===== src/sv/fcms_pkg.sv =====
// ----------------------------------------------------------------------------
// fcms_pkg
// shared constants, types and hash helpers of the flow count-min sketch update
// ----------------------------------------------------------------------------
package fcms_pkg;

    localparam int ROWS      = 4;
    localparam int ROW_WIDTH = 1024;

    localparam int ROW_IDX_W = (ROWS > 1) ? $clog2(ROWS) : 1;
    localparam int BKT_W     = (ROW_WIDTH > 1) ? $clog2(ROW_WIDTH) : 1;
    localparam int ADDR_W    = $clog2(ROWS * ROW_WIDTH);
    localparam int DEPTH     = ROWS * ROW_WIDTH;

    localparam logic [31:0] HASH_SEED = 32'd5381;
    localparam logic [7:0]  PROTO_TCP = 8'd6;
    localparam logic [7:0]  PROTO_UDP = 8'd17;

    localparam int OUT_DEPTH = 4;
    localparam int OUT_PTR_W = $clog2(OUT_DEPTH);
    localparam int OUT_CNT_W = $clog2(OUT_DEPTH + 1);

    typedef logic [ROW_IDX_W-1:0] row_t;

    typedef struct packed {
        logic [3:0]  row_number;
        logic [15:0] bucket_index;
        logic [31:0] new_count;
        logic        last_row;
    } result_t;

    function automatic logic [31:0] djb2_step(input logic [31:0] h, input logic [7:0] b);
        djb2_step = (h << 5) + h + {24'd0, b};
    endfunction

    function automatic logic [31:0] hash_head(input logic [31:0] h, input logic [55:0] d);
        logic [31:0] acc;
        acc = h;
        for (int i = 0; i < 7; i++)
        begin
            acc = djb2_step(acc, d[55 - 8*i -: 8]);
        end
        hash_head = acc;
    endfunction

    function automatic logic [31:0] hash_tail(input logic [31:0] h, input logic [47:0] d);
        logic [31:0] acc;
        acc = h;
        for (int i = 0; i < 6; i++)
        begin
            acc = djb2_step(acc, d[47 - 8*i -: 8]);
        end
        hash_tail = acc;
    endfunction

endpackage


===== src/sv/fcms_queue.sv =====
// ----------------------------------------------------------------------------
// fcms_queue
// two-entry queue of partial hashes between front and back
// ----------------------------------------------------------------------------
module fcms_queue
    import fcms_pkg::*;
(
    input  logic        clk,
    input  logic        rst_n,
    input  logic        in_valid,
    output logic        in_ready,
    input  logic [31:0] in_data,
    output logic        out_valid,
    input  logic        out_ready,
    output logic [31:0] out_data
);

    logic [31:0] mem_reg [2];
    logic        wr_ptr_reg, wr_ptr_next;
    logic        rd_ptr_reg, rd_ptr_next;
    logic [1:0]  cnt_reg, cnt_next;
    logic        wr, rd;

    assign in_ready  = (cnt_reg != 2'd2);
    assign out_valid = (cnt_reg != 2'd0);
    assign out_data  = mem_reg[rd_ptr_reg];
    assign wr        = in_valid && in_ready;
    assign rd        = out_valid && out_ready;

    always_comb
    begin
        wr_ptr_next = wr ? !wr_ptr_reg : wr_ptr_reg;
        rd_ptr_next = rd ? !rd_ptr_reg : rd_ptr_reg;
        cnt_next    = cnt_reg + {1'b0, wr} - {1'b0, rd};
    end

    always_ff @(posedge clk or negedge rst_n)
    begin
        if (!rst_n)
        begin
            wr_ptr_reg <= 1'b0;
            rd_ptr_reg <= 1'b0;
            cnt_reg    <= 2'd0;
        end
        else
        begin
            wr_ptr_reg <= wr_ptr_next;
            rd_ptr_reg <= rd_ptr_next;
            cnt_reg    <= cnt_next;
        end
    end

    always_ff @(posedge clk)
    begin
        if (wr)
        begin
            mem_reg[wr_ptr_reg] <= in_data;
        end
    end

endmodule


===== config.mk =====
export PLATFORM = sky130hd
export DESIGN_NAME = fcms_queue
export DESIGN_NICKNAME = d
export VERILOG_FILES = /design/src/sv/fcms_pkg.sv /design/src/sv/fcms_queue.sv
export SDC_FILE = /design/constraint.sdc
export NUM_CORES = 1
export LEC_CHECK = 0
export BUFFER_PORTS_ARGS = -buffer_cell sky130_fd_sc_hd__buf_4
export CAP_MARGIN = 20
export CORE_ASPECT_RATIO = 0.7
export CORE_MARGIN = 5
export CORE_UTILIZATION = 25
export CTS_CLUSTER_DIAMETER = 150
export DETAILED_ROUTE_END_ITERATION = 8
export PLACE_DENSITY = 0.46
export SLEW_MARGIN = 15
export SYNTH_ARGS = -nofsm -noshare
export SYNTH_HDL_FRONTEND = slang
export SYNTH_SLANG_ARGS = --single-unit

===== constraint.sdc =====
create_clock -name clk -period 4.3 [get_ports clk]
set_input_delay 0 -clock clk [delete_from_list [all_inputs] [get_ports clk]]
set_output_delay 0 -clock clk [all_outputs]
set_load 0.005 [all_outputs]

==> out/results.txt <==
Placement Setup Slack: 2.36 ns
Max Fclk: 474 MHz
Avg WL per Cell: 14.3 µm
Vias per inst: 3.96
Synth area leader: edfxtp_1
Post-synthesis mux area share: 14.2%
Synthesis Warnings: 0
Post-Route WL: 5230 µm
Final Worst Setup Slack: 2.19 ns
LEAKAGE: 1.46 nW
All-Layer GR Usage: 9.22%
Clock buffer depth: 2
Final net count: 271
Hpwl dp: 3310 µm
Initial antenna violation count: 0
Fin area: 3870 µm²
Worst R2R Setup Slack: 2.43 ns
Row cnt: 30
Hold Path Class: input pin to flip-flop
Post-CTS Setup Inserts: 0
Mapped Area: 2540 µm²
Crit path capture type: output port
Port-buffer cells: 69
Max FFs per register: 64
RSZ-0062 raised after global routing: false
Ports: 70
DIE AREA: 12300 µm²
PostCTS Resize Cnt: 0
R2r startpoint: cnt_reg[0]
Largest family of logic cells by synthesized area: multiplexers
Hold path startpoint: in_valid
Yosys top cell area share: 75.8%
Post-synthesis sequential area ratio: 79.7%
R2r endpoint: mem_reg[0][23]
Vias in the first global route: 1560
Register bit total from synthesis: 68
Reg clk slew, reported paths: 0.05 ns
Die W: 130 µm
Final Power: 0.00242 W
Insertion delay to the later sink of the worst-skew pair: 0.32 ns
Avg Inst Size Synth: 20.8 µm²
# Max-Cap Violations: 0
Total number of vias: 1454
Count of final hold-check violations: 0
Clock sinks: 68
Drt first pass iters: 2
Final Cycle Share: 49.0%
Worst VDD drop: 0.243 mV
CP Max Fanout: 17
Relative slew slack: 34.4%
CTS buffer count: 9
Setup TNS: 0 ns
Max Slew Vio Count: 0
Core Region: 9800 µm²
Starting Density: 25.9%
H-tree Lvls: 3
ANT nets after route: 0
Ratio of cells with drive above 1 in the final layout: 51.0%
Ranking of synthesized cells by area: edfxtp_1 76%, mux2_2 14%, dfrtp_1 3.9%
Synth Area in Simple Gates: 2.57%
Post-Syn Nets: 159
First-pass GRT wire length: 8080 µm
Synth Area in Compound Gates: 1.18%
Post-CTS Hold Fix Bufs: 35
Finish-stage setup viols: 0
Gpl congestion: 0.735
Worst Path Required: 4.30 ns
Die H: 94.3 µm
Grt total ovfl: 0
Ant. Diodes: 0
Worst Skew: 0.00395 ns
Post-Syn Instances: 122
Pin count of the biggest net entering global routing: 33
Cell area after placement: 3210 µm²
Worst Setup EP: out_data[13]
Power Density: 627 nW/µm²
Setup crit start kind: flip-flop
Root Buffer: clkbuf_16
Distinct cells, synth: 17
Adder-cell share of the synthesized area: 0.493%
CP Data Arrival Time: 2.11 ns
R2R depth: 3
CTS tree: built
Crit path from: rd_ptr_reg
DR DRC count: 0
Number of fill cells: 910
Result of the run: complete, no violations
Area delta synth->final: 52.5%
DRT iter0 DRCs: 63
Min Tclk post-route: 2.11 ns
Crit Path Category: flip-flop to output port
Slew @ Worst Pin: 0.982 ns
Synth Area in XOR/XNOR: 1.04%
## placed cells by master (no fill, tap or decap), types with 2 or more instances in the layout
master,netlist,final
buf_4,0,70
bufinv_16,0,2
clkbuf_16,0,9
clkinv_2,0,3
dfrtp_1,4,4
dlygate4sd3_1,0,35
edfxtp_1,64,64
mux2_2,32,32
nand2_1,2,2
nor2_1,3,2
xnor2_1,3,3
## critical path: stages (launching register included)
cell and delay [ns]:
dfrtp_1 0.84, buf_4 0.40, mux2_2 0.40, buf_4 0.14
## metrics by stage
step | instances | hold WS, ns | utilization, %
final | 367 | 0.0585 | 39.5
after global routing | 367 | 0.0672 | 39.5
after CTS | 367 | 0.0495 | 39.5
after detailed placement | 316 | -0.198 | 32.8
after global placement | 316 | -0.195 | 32.8
after floorplan | 122 | -0.296 | -
## final cells by class
cell class | instances | area [µm²] | area share [%]
clock buffers | 10 | 229 | 5.92
clock inverters | 6 | 78.8 | 2.04
multi-input cells | 50 | 502 | 13.0
flip-flops and latches | 68 | 2020 | 52.3
well taps | 128 | 160 | 4.14
repair buffers | 105 | 876 | 22.6
## cells by family after synthesis
| group | after synthesis |
|---|---|
| AO/OA/AOI/OAI | 3 |
| XOR/XNOR | 3 |
| multiplexers | 32 |
| adder cells (fa/ha/maj) | 1 |
| flip-flops | 68 |
| AND/OR/NAND/NOR | 11 |
| buffers and inverters | 4 |
## layer usage
layer  routed length (µm)  track usage, %  vias up
li1                     -               -      702
met1                 2290            11.1      689
met2                 2320            13.8       55
met3                  550            5.40        8
met4                   70            3.08        0
met5                    0               0        -
## Yosys cell counts
cell type and instances:
o21ba_2 1, mux2_2 32, dfrtp_1 4, or2_2 1, nand2b_1 1, nor2_1 3, xnor2_1 3, and3_2 1
nand3_1 1, buf_2 4, o21ai_0 1, and2b_2 1, a311oi_2 1, nand2_1 2, and4bb_1 1, ha_1 1
edfxtp_1 64
## power breakdown
part           internal (W)  leakage (nW)  switching [W]
clock network      0.000502         0.154       0.000251
registers          0.000911         0.642      0.0000767
logic              0.000397         0.664       0.000287
total               0.00181          1.46       0.000614
## worst min path at each step
| stage | slack (ns) | cells past startpoint | end |
|---|---|---|---|
| CTS | 0.05 | 3 | cnt_reg[1] |
| floorplan | -0.30 | 0 | cnt_reg[0] |
| detailed placement | -0.20 | 1 | cnt_reg[0] |
| global placement | -0.20 | 1 | wr_ptr_reg |
| finish | 0.06 | 3 | cnt_reg[1] |
| global route | 0.07 | 3 | cnt_reg[1] |
Note: power is estimated with default switching activity, not from simulation.
