**src/sv/fcms_pkg.sv**
```systemverilog
// ----------------------------------------------------------------------------
// fcms_pkg
// shared constants, types and hash helpers of the flow count-min sketch update
// ----------------------------------------------------------------------------
package fcms_pkg;

    localparam int ROWS      = 4;
    localparam int ROW_WIDTH = 1024;

    localparam int ROW_IDX_W = (ROWS > 1) ? $clog2(ROWS) : 1;
    localparam int BKT_W     = (ROW_WIDTH > 1) ? $clog2(ROW_WIDTH) : 1;
    localparam int ADDR_W    = $clog2(ROWS * ROW_WIDTH);
    localparam int DEPTH     = ROWS * ROW_WIDTH;

    localparam logic [31:0] HASH_SEED = 32'd5381;
    localparam logic [7:0]  PROTO_TCP = 8'd6;
    localparam logic [7:0]  PROTO_UDP = 8'd17;

    localparam int OUT_DEPTH = 4;
    localparam int OUT_PTR_W = $clog2(OUT_DEPTH);
    localparam int OUT_CNT_W = $clog2(OUT_DEPTH + 1);

    typedef logic [ROW_IDX_W-1:0] row_t;

    typedef struct packed {
        logic [3:0]  row_number;
        logic [15:0] bucket_index;
        logic [31:0] new_count;
        logic        last_row;
    } result_t;

    function automatic logic [31:0] djb2_step(input logic [31:0] h, input logic [7:0] b);
        djb2_step = (h << 5) + h + {24'd0, b};
    endfunction

    function automatic logic [31:0] hash_head(input logic [31:0] h, input logic [55:0] d);
        logic [31:0] acc;
        acc = h;
        for (int i = 0; i < 7; i++)
        begin
            acc = djb2_step(acc, d[55 - 8*i -: 8]);
        end
        hash_head = acc;
    endfunction

    function automatic logic [31:0] hash_tail(input logic [31:0] h, input logic [47:0] d);
        logic [31:0] acc;
        acc = h;
        for (int i = 0; i < 6; i++)
        begin
            acc = djb2_step(acc, d[47 - 8*i -: 8]);
        end
        hash_tail = acc;
    endfunction

endpackage

```
**src/sv/fcms_front.sv**
```systemverilog
// ----------------------------------------------------------------------------
// fcms_front
// accepts flow tuples, drops non-ipv4 and non tcp/udp items, hashes the common key bytes
// ----------------------------------------------------------------------------
module fcms_front
    import fcms_pkg::*;
(
    input  logic        clk,
    input  logic        rst_n,
    input  logic        push,
    output logic        full,
    input  logic        is_ipv4,
    input  logic [31:0] src_addr,
    input  logic [31:0] dst_addr,
    input  logic [15:0] src_port_num,
    input  logic [15:0] dst_port_num,
    input  logic [7:0]  ip_proto,
    input  logic        busy,
    output logic        hash_valid,
    input  logic        hash_ready,
    output logic [31:0] hash_data
);

    logic        s1_v_reg, s1_v_next;
    logic        s2_v_reg, s2_v_next;
    logic [31:0] s1_h_reg;
    logic [47:0] s1_tail_reg;
    logic [31:0] s2_h_reg;
    logic        keep, accept, s1_adv, s2_adv;

    assign keep   = is_ipv4 && ((ip_proto == PROTO_TCP) || (ip_proto == PROTO_UDP));
    assign s2_adv = s2_v_reg && hash_ready;
    assign s1_adv = s1_v_reg && (!s2_v_reg || s2_adv);
    assign full   = busy || (s1_v_reg && !s1_adv);
    assign accept = push && !full;

    always_comb
    begin
        s1_v_next = s1_v_reg;
        if (accept && keep)
        begin
            s1_v_next = 1'b1;
        end
        else if (s1_adv)
        begin
            s1_v_next = 1'b0;
        end
        s2_v_next = s2_v_reg;
        if (s1_adv)
        begin
            s2_v_next = 1'b1;
        end
        else if (s2_adv)
        begin
            s2_v_next = 1'b0;
        end
    end

    always_ff @(posedge clk or negedge rst_n)
    begin
        if (!rst_n)
        begin
            s1_v_reg <= 1'b0;
            s2_v_reg <= 1'b0;
        end
        else
        begin
            s1_v_reg <= s1_v_next;
            s2_v_reg <= s2_v_next;
        end
    end

    always_ff @(posedge clk)
    begin
        if (accept && keep)
        begin
            s1_h_reg    <= hash_head(HASH_SEED, {src_addr, dst_addr[31:8]});
            s1_tail_reg <= {dst_addr[7:0], src_port_num, dst_port_num, ip_proto};
        end
        if (s1_adv)
        begin
            s2_h_reg <= hash_tail(s1_h_reg, s1_tail_reg);
        end
    end

    assign hash_valid = s2_v_reg;
    assign hash_data  = s2_h_reg;

endmodule

```
**config.mk**
```make
export PLATFORM = sky130hd
export DESIGN_NAME = fcms_front
export DESIGN_NICKNAME = d
export VERILOG_FILES = /design/src/sv/fcms_pkg.sv /design/src/sv/fcms_front.sv
export SDC_FILE = /design/constraint.sdc
export NUM_CORES = 1
export LEC_CHECK = 0
export BUFFER_PORTS_ARGS = -buffer_cell sky130_fd_sc_hd__buf_2
export CORE_MARGIN = 3
export CORE_UTILIZATION = 30
export DETAILED_ROUTE_END_ITERATION = 6
export MAX_ROUTING_LAYER = met4
export PLACE_DENSITY_LB_ADDON = 0.25
export SLEW_MARGIN = 15
export SYNTH_ARGS = -nofsm -noshare
export SYNTH_HDL_FRONTEND = slang
export SYNTH_SLANG_ARGS = --single-unit
```
**constraint.sdc**
```tcl
create_clock -name clk -period 34 [get_ports clk]
set_input_delay 6.8 -clock clk [delete_from_list [all_inputs] [get_ports clk]]
set_output_delay 6.8 -clock clk [all_outputs]
set_load 0.05 [all_outputs]
```
==> reports/metrics.cfg, run 1 <==
[floorplan]
core_area_um2 = 76200
initial_core_util_pct = 30.34
row_count = 101
die_w_um = 283.6
die_h_um = 283.6
die_area_um2 = 80440
design.portCount = 144

[run_status]
status = finished clean

[worst_setup_path]
worst_path_most_repeated_cell = ha_1
crit_family = compound AO/OA/AOI/OAI gates
cp_slowest_cell = fa_1
cp_num_buf_inv = 4
slowest_delay_ns = 0.53
criticalPathCategory = in -> reg
rr_worst_depth = 51
end_kind = flip-flop
cp-start-kind = input port
cp_max_fo = 5
reg2reg_from = s1_h_reg[1]
reg2reg_to = hash_data[31]
critPathArrivalTime_ns = 20.06
critPathRequiredTime_ns = 34.18
rrSetupSlack_ns = 20.63

[timing]
maxSlewViolCount = 0
rsz0062_at_grt = false
worst_clock_skew_ns = 0.01025
hold_violations = 0
setup_violations = 0
fmax_mhz = 50.32
fin_tns_setup_ns = 0
slew_headroom_pct = 43.71
worstMarginPinSlew_ns = 0.8383
fin_crit_sh_pct = 58.45
period_minus_slack_ns = 19.87

[logic_synthesis]
synth_edf_count = 112
seq_area_frac_synth_pct = 14.76
synth.distinct_cells = 84
async_flop_share_pct = 1.754
syn-cell-area_um2 = 23120
syn-num-nets = 3319
avgSynthCellArea_um2 = 9.106
synth_area_leaders = ha_1 34%, edfxtp_1 15%, xnor2_1 8.6%
yosys_register_bits = 114
synthFlopType = edfxtp_1
synthCells = 2539
ys_warn_count = 0
synth_top_area_cell = ha_1
synth_top_area_share_pct = 33.71

[place]
gp_congestion = 0.8118
portBuffers = 143
dpl.hpwl_mm = 44.48

[global_routing]
antenna_found_initial = 2
grt_first_pass_wirelength_mm = 86.72
grt_pass1_vias = 17600
grt_usage_pct = 12.97
globalRouteOverflowTotal = 0
grt_max_degree = 66

[routing]
vias = 18180
wl_per_cell_um = 13.58
first_pass_iters = 5
drc = 0
drt_iter0_markers = 715
finalWirelength_mm = 50.82
ant_nets = 0
via_per_inst = 4.857

[clocking]
clock_path_buffers = 2
cts_tree = done
cts-root-buf = clkbuf_16
clkTransAtPathRegs_ns = 0.06
htreeDepth = 4
insertion_delay_ns = 0.44
clkSinkCount = 114
postCtsHoldBufs = 0
cts_buffers = 17
post-cts-setup-buffers = 0
cts_resized = 0

[layout]
syn_to_final_growth_pct = 11.33
drive_gt1_share_pct = 7.931
final_common_cell = ha_1
multiInputGateArea_um2 = 19160
final_cell_mix = 623 x ha_1, 226 x xnor2_1, 214 x a21oi_1
utilization_pct = 33.78
nFillCells = 7998
seq_area_um2 = 3413
finalNetCount = 3478
largest_register_ff_count = 48

[hold_path]
hold_start = s1_v_reg
hold_end = hash_valid
min_path_type = reg -> reg
min_path_cells = 1

[flow_run]
maxCapViolCount = 0

==> how the worst max path moves through the flow <==
stage                       startpoint           end  slack, ns  cells after the start
after floorplan           src_addr[24]  s1_h_reg[31]      15.13                     55
after global placement    src_addr[24]  s1_h_reg[31]      13.90                     58
after detailed placement  src_addr[24]  s1_h_reg[31]      13.72                     57
after CTS                 src_addr[24]  s1_h_reg[31]      14.14                     57
after global routing      src_addr[24]  s1_h_reg[31]      13.02                     57
final                     src_addr[24]  s1_h_reg[31]      14.13                     57
==> cell usage after synthesis (13+ instances only) <==
cell type,instances
a31o_2,13
or3_1,22
nand3_1,40
ha_1,623
o21a_1,57
a21oi_1,214
nor3_1,39
o21ai_1,25
nand4_1,14
and3_1,20
xnor2_1,226
nand2_1,100
a21o_1,144
nor2b_1,36
xor2_1,70
a31oi_1,19
o21bai_1,36
o21ai_0,95
fa_1,47
a211oi_1,35
edfxtp_1,112
nand2b_1,34
inv_1,140
nor2_1,187
==> logic make-up after synthesis <==
| family | Yosys count | share of synthesized area [%] |
|---|---|---|
| simple gates | 540 | 11.32 |
| mux | 1 | 0.04329 |
| compound gates | 766 | 22.08 |
| flops | 114 | 14.76 |
| fa+ha+maj | 670 | 37.78 |
| buf+inv | 148 | 2.403 |
| xor+xnor | 300 | 11.61 |
==> through the flow <==
step	area, um2	hold WS, ns	setup slack, ns	instances
6_report	25740	0.5037	14.13	3743
2_1_floorplan	23120	0.4723	15.13	2539
3_3_place_gp	25130	0.5094	13.90	3709
3_5_place_dp	25130	0.4951	13.72	3709
4_1_cts	25730	0.5026	14.14	3741
5_1_grt	25740	0.5508	13.02	3743
==> area by class of cell <==
type,count,share of cell area (%)
clock inverters,10,0.5298
flip-flops and latches,114,13.26
clock buffers,22,1.803
multi-input cells,2277,74.43
well taps,1030,5.007
repair buffers,147,2.897
diodes,2,0.01944
inverters,141,2.056
==> per-layer routing <==
metal	share of wire, %	track usage, %	vias up
met1	53	18.12	8222
li1	-	-	9799
met3	2.0	1.454	24
met5	0	-	-
met2	45	20.54	134
met4	0.71	1.978	0
Power of run 1 is not shown: default switching activity piles up to over one toggle a cycle in this logic, so the estimate is an artifact.
==> run 2, diff against run 1 <==
Clock period 34 ns to 16.4 ns, I/O delays scaled along.
==> run 2 against run 1 <==
Against the previous run: final cell count up 0.59%; die area unchanged; setup slack worse by 13 ns; critical path depth up 1; highest routed layer unchanged.
==> reports/metrics.cfg, run 2 (synthesis gave the netlist of run 1 again) <==
[run_status]
status = finished clean  ; unchanged

[layout]
antenna_cells = 0  ; was 2
final_common_cell = ha_1  ; unchanged
drive_gt1_share_pct = 9.762  ; was 7.931%
syn_to_final_growth_pct = 12.74  ; was 11.33%
finalNetCount = 3502  ; was 3478
largest_register_ff_count = 48  ; unchanged
final_cell_mix = 621 x ha_1, 222 x xnor2_1, 208 x a21oi_1  ; was 623 x ha_1, 226 x xnor2_1, 214 x a21oi_1
fin_cells = 3765  ; was 3743

[worst_setup_path]
critPathArrivalTime_ns = 15.77  ; was 20.06 ns
critPathRequiredTime_ns = 16.58  ; was 34.18 ns
criticalPathCategory = in -> reg  ; unchanged
cp-start-kind = input port  ; unchanged
cp_max_fo = 5  ; unchanged
rrSetupSlack_ns = 3.02  ; was 20.63 ns
cp_slowest_cell = fa_1  ; unchanged
slowest_delay_ns = 0.51  ; was 0.53 ns
end_kind = flip-flop  ; unchanged
crit_family = adder cells  ; was compound AO/OA/AOI/OAI gates
worst_path_most_repeated_cell = ha_1  ; unchanged
cp_num_buf_inv = 4  ; unchanged

[clocking]
postCtsHoldBufs = 0  ; unchanged
clock_path_buffers = 2  ; unchanged
clkSinkCount = 114  ; unchanged
cts_tree = done  ; unchanged
cts_buffers = 17  ; unchanged
clkTransAtPathRegs_ns = 0.06  ; about the same
htreeDepth = 4  ; unchanged
cts-root-buf = clkbuf_16  ; unchanged
insertion_delay_ns = 0.44  ; about the same

[routing]
drt_iter0_markers = 633  ; was 715
vias = 18440  ; was 18.18k
wl_per_cell_um = 13.52  ; was 13.58 um
first_pass_iters = 5  ; unchanged
ant_nets = 0  ; unchanged
drc = 0  ; unchanged
via_per_inst = 4.897  ; was 4.857
finalWirelength_mm = 50.90  ; was 50.82 mm

[global_routing]
globalRouteOverflowTotal = 0  ; unchanged
grt_usage_pct = 13.12  ; was 12.97%
grt_max_degree = 67  ; was 66
antenna_found_initial = 0  ; was 2
grt_pass1_vias = 18160  ; was 17.60k
grt_first_pass_wirelength_mm = 88.02  ; was 86.72 mm

[timing]
maxSlewViolCount = 0  ; unchanged
fin_tns_setup_ns = 0  ; unchanged
fmax_mhz = 64.12
period_minus_slack_ns = 15.60
worstMarginPinSlew_ns = 0.8697  ; was 0.8383 ns
setup_violations = 0  ; unchanged
fin_crit_sh_pct = 95.09
slew_headroom_pct = 42.02  ; was 43.71%
hold_violations = 0  ; unchanged
worst_clock_skew_ns = 0.01326  ; was 0.01025 ns

[floorplan]
core_area_um2 = 76200  ; unchanged
die_area_um2 = 80440  ; unchanged
row_count = 101  ; unchanged
initial_core_util_pct = 30.34  ; unchanged
die_w_um = 283.6  ; unchanged
die_h_um = 283.6  ; unchanged
design.portCount = 144  ; unchanged

[place]
gp_congestion = 0.8082  ; was 0.8118
dpl.hpwl_mm = 44.76  ; was 44.48 mm
dp.cells = 3731  ; was 3709
portBuffers = 143  ; unchanged

[hold_path]
min_path_type = reg -> reg  ; unchanged

[flow_run]
maxCapViolCount = 0  ; unchanged

[run 2: per-layer routing]
metal  share of wire (%)  global-route usage (%)
met5                   0                       -
met4                0.61                   1.629
met3                 1.8                   1.510
met2                  45                   21.07
met1                  53                   18.22
[run 2: final timing paths]
kind / from / endpoint / cells past startpoint
setup / recovery: src_addr[24] / s1_h_reg[31] / 58
hold / removal: s1_v_reg / hash_valid / 1
setup reg to reg: s1_h_reg[1] / hash_data[31] / 51
hold reg to reg: s1_v_reg / hash_valid / 1
max in group asynchronous: rst_n / s1_v_reg / 1
min in group asynchronous: rst_n / hash_valid / 1
[run 2: cell type report]
class                   count  area (um2)
clock inverters            14       188.9
clock buffers              18       429.2
well taps                1030        1289
fillers                  7948       50130
flip-flops and latches    114        3413
multi-input cells        2277       19290
repair buffers            171       925.9
inverters                 141       529.3
[run 2: through the flow]
stage	hold slack, ns	worst slack [ns]	cell area [um2]	util, %
floorplan	0.4723	1.048	23120	-
global placement	0.5064	0.06306	25300	33.20
detailed placement	0.5141	-0.04357	25300	33.20
CTS	0.5338	0.3549	25920	34.01
global route	0.5613	-0.02500	26070	34.21
finish	0.5239	0.8048	26070	34.21
[run 2: what timing repair did]
action | in CTS | in global routing
endpoints found under the hold margin | 0 | 0
resized for setup | 0 | 34
setup buffers | 0 | 2
setup endpoints to repair | 0 | 1
Power of run 2 is left out for the same reason.
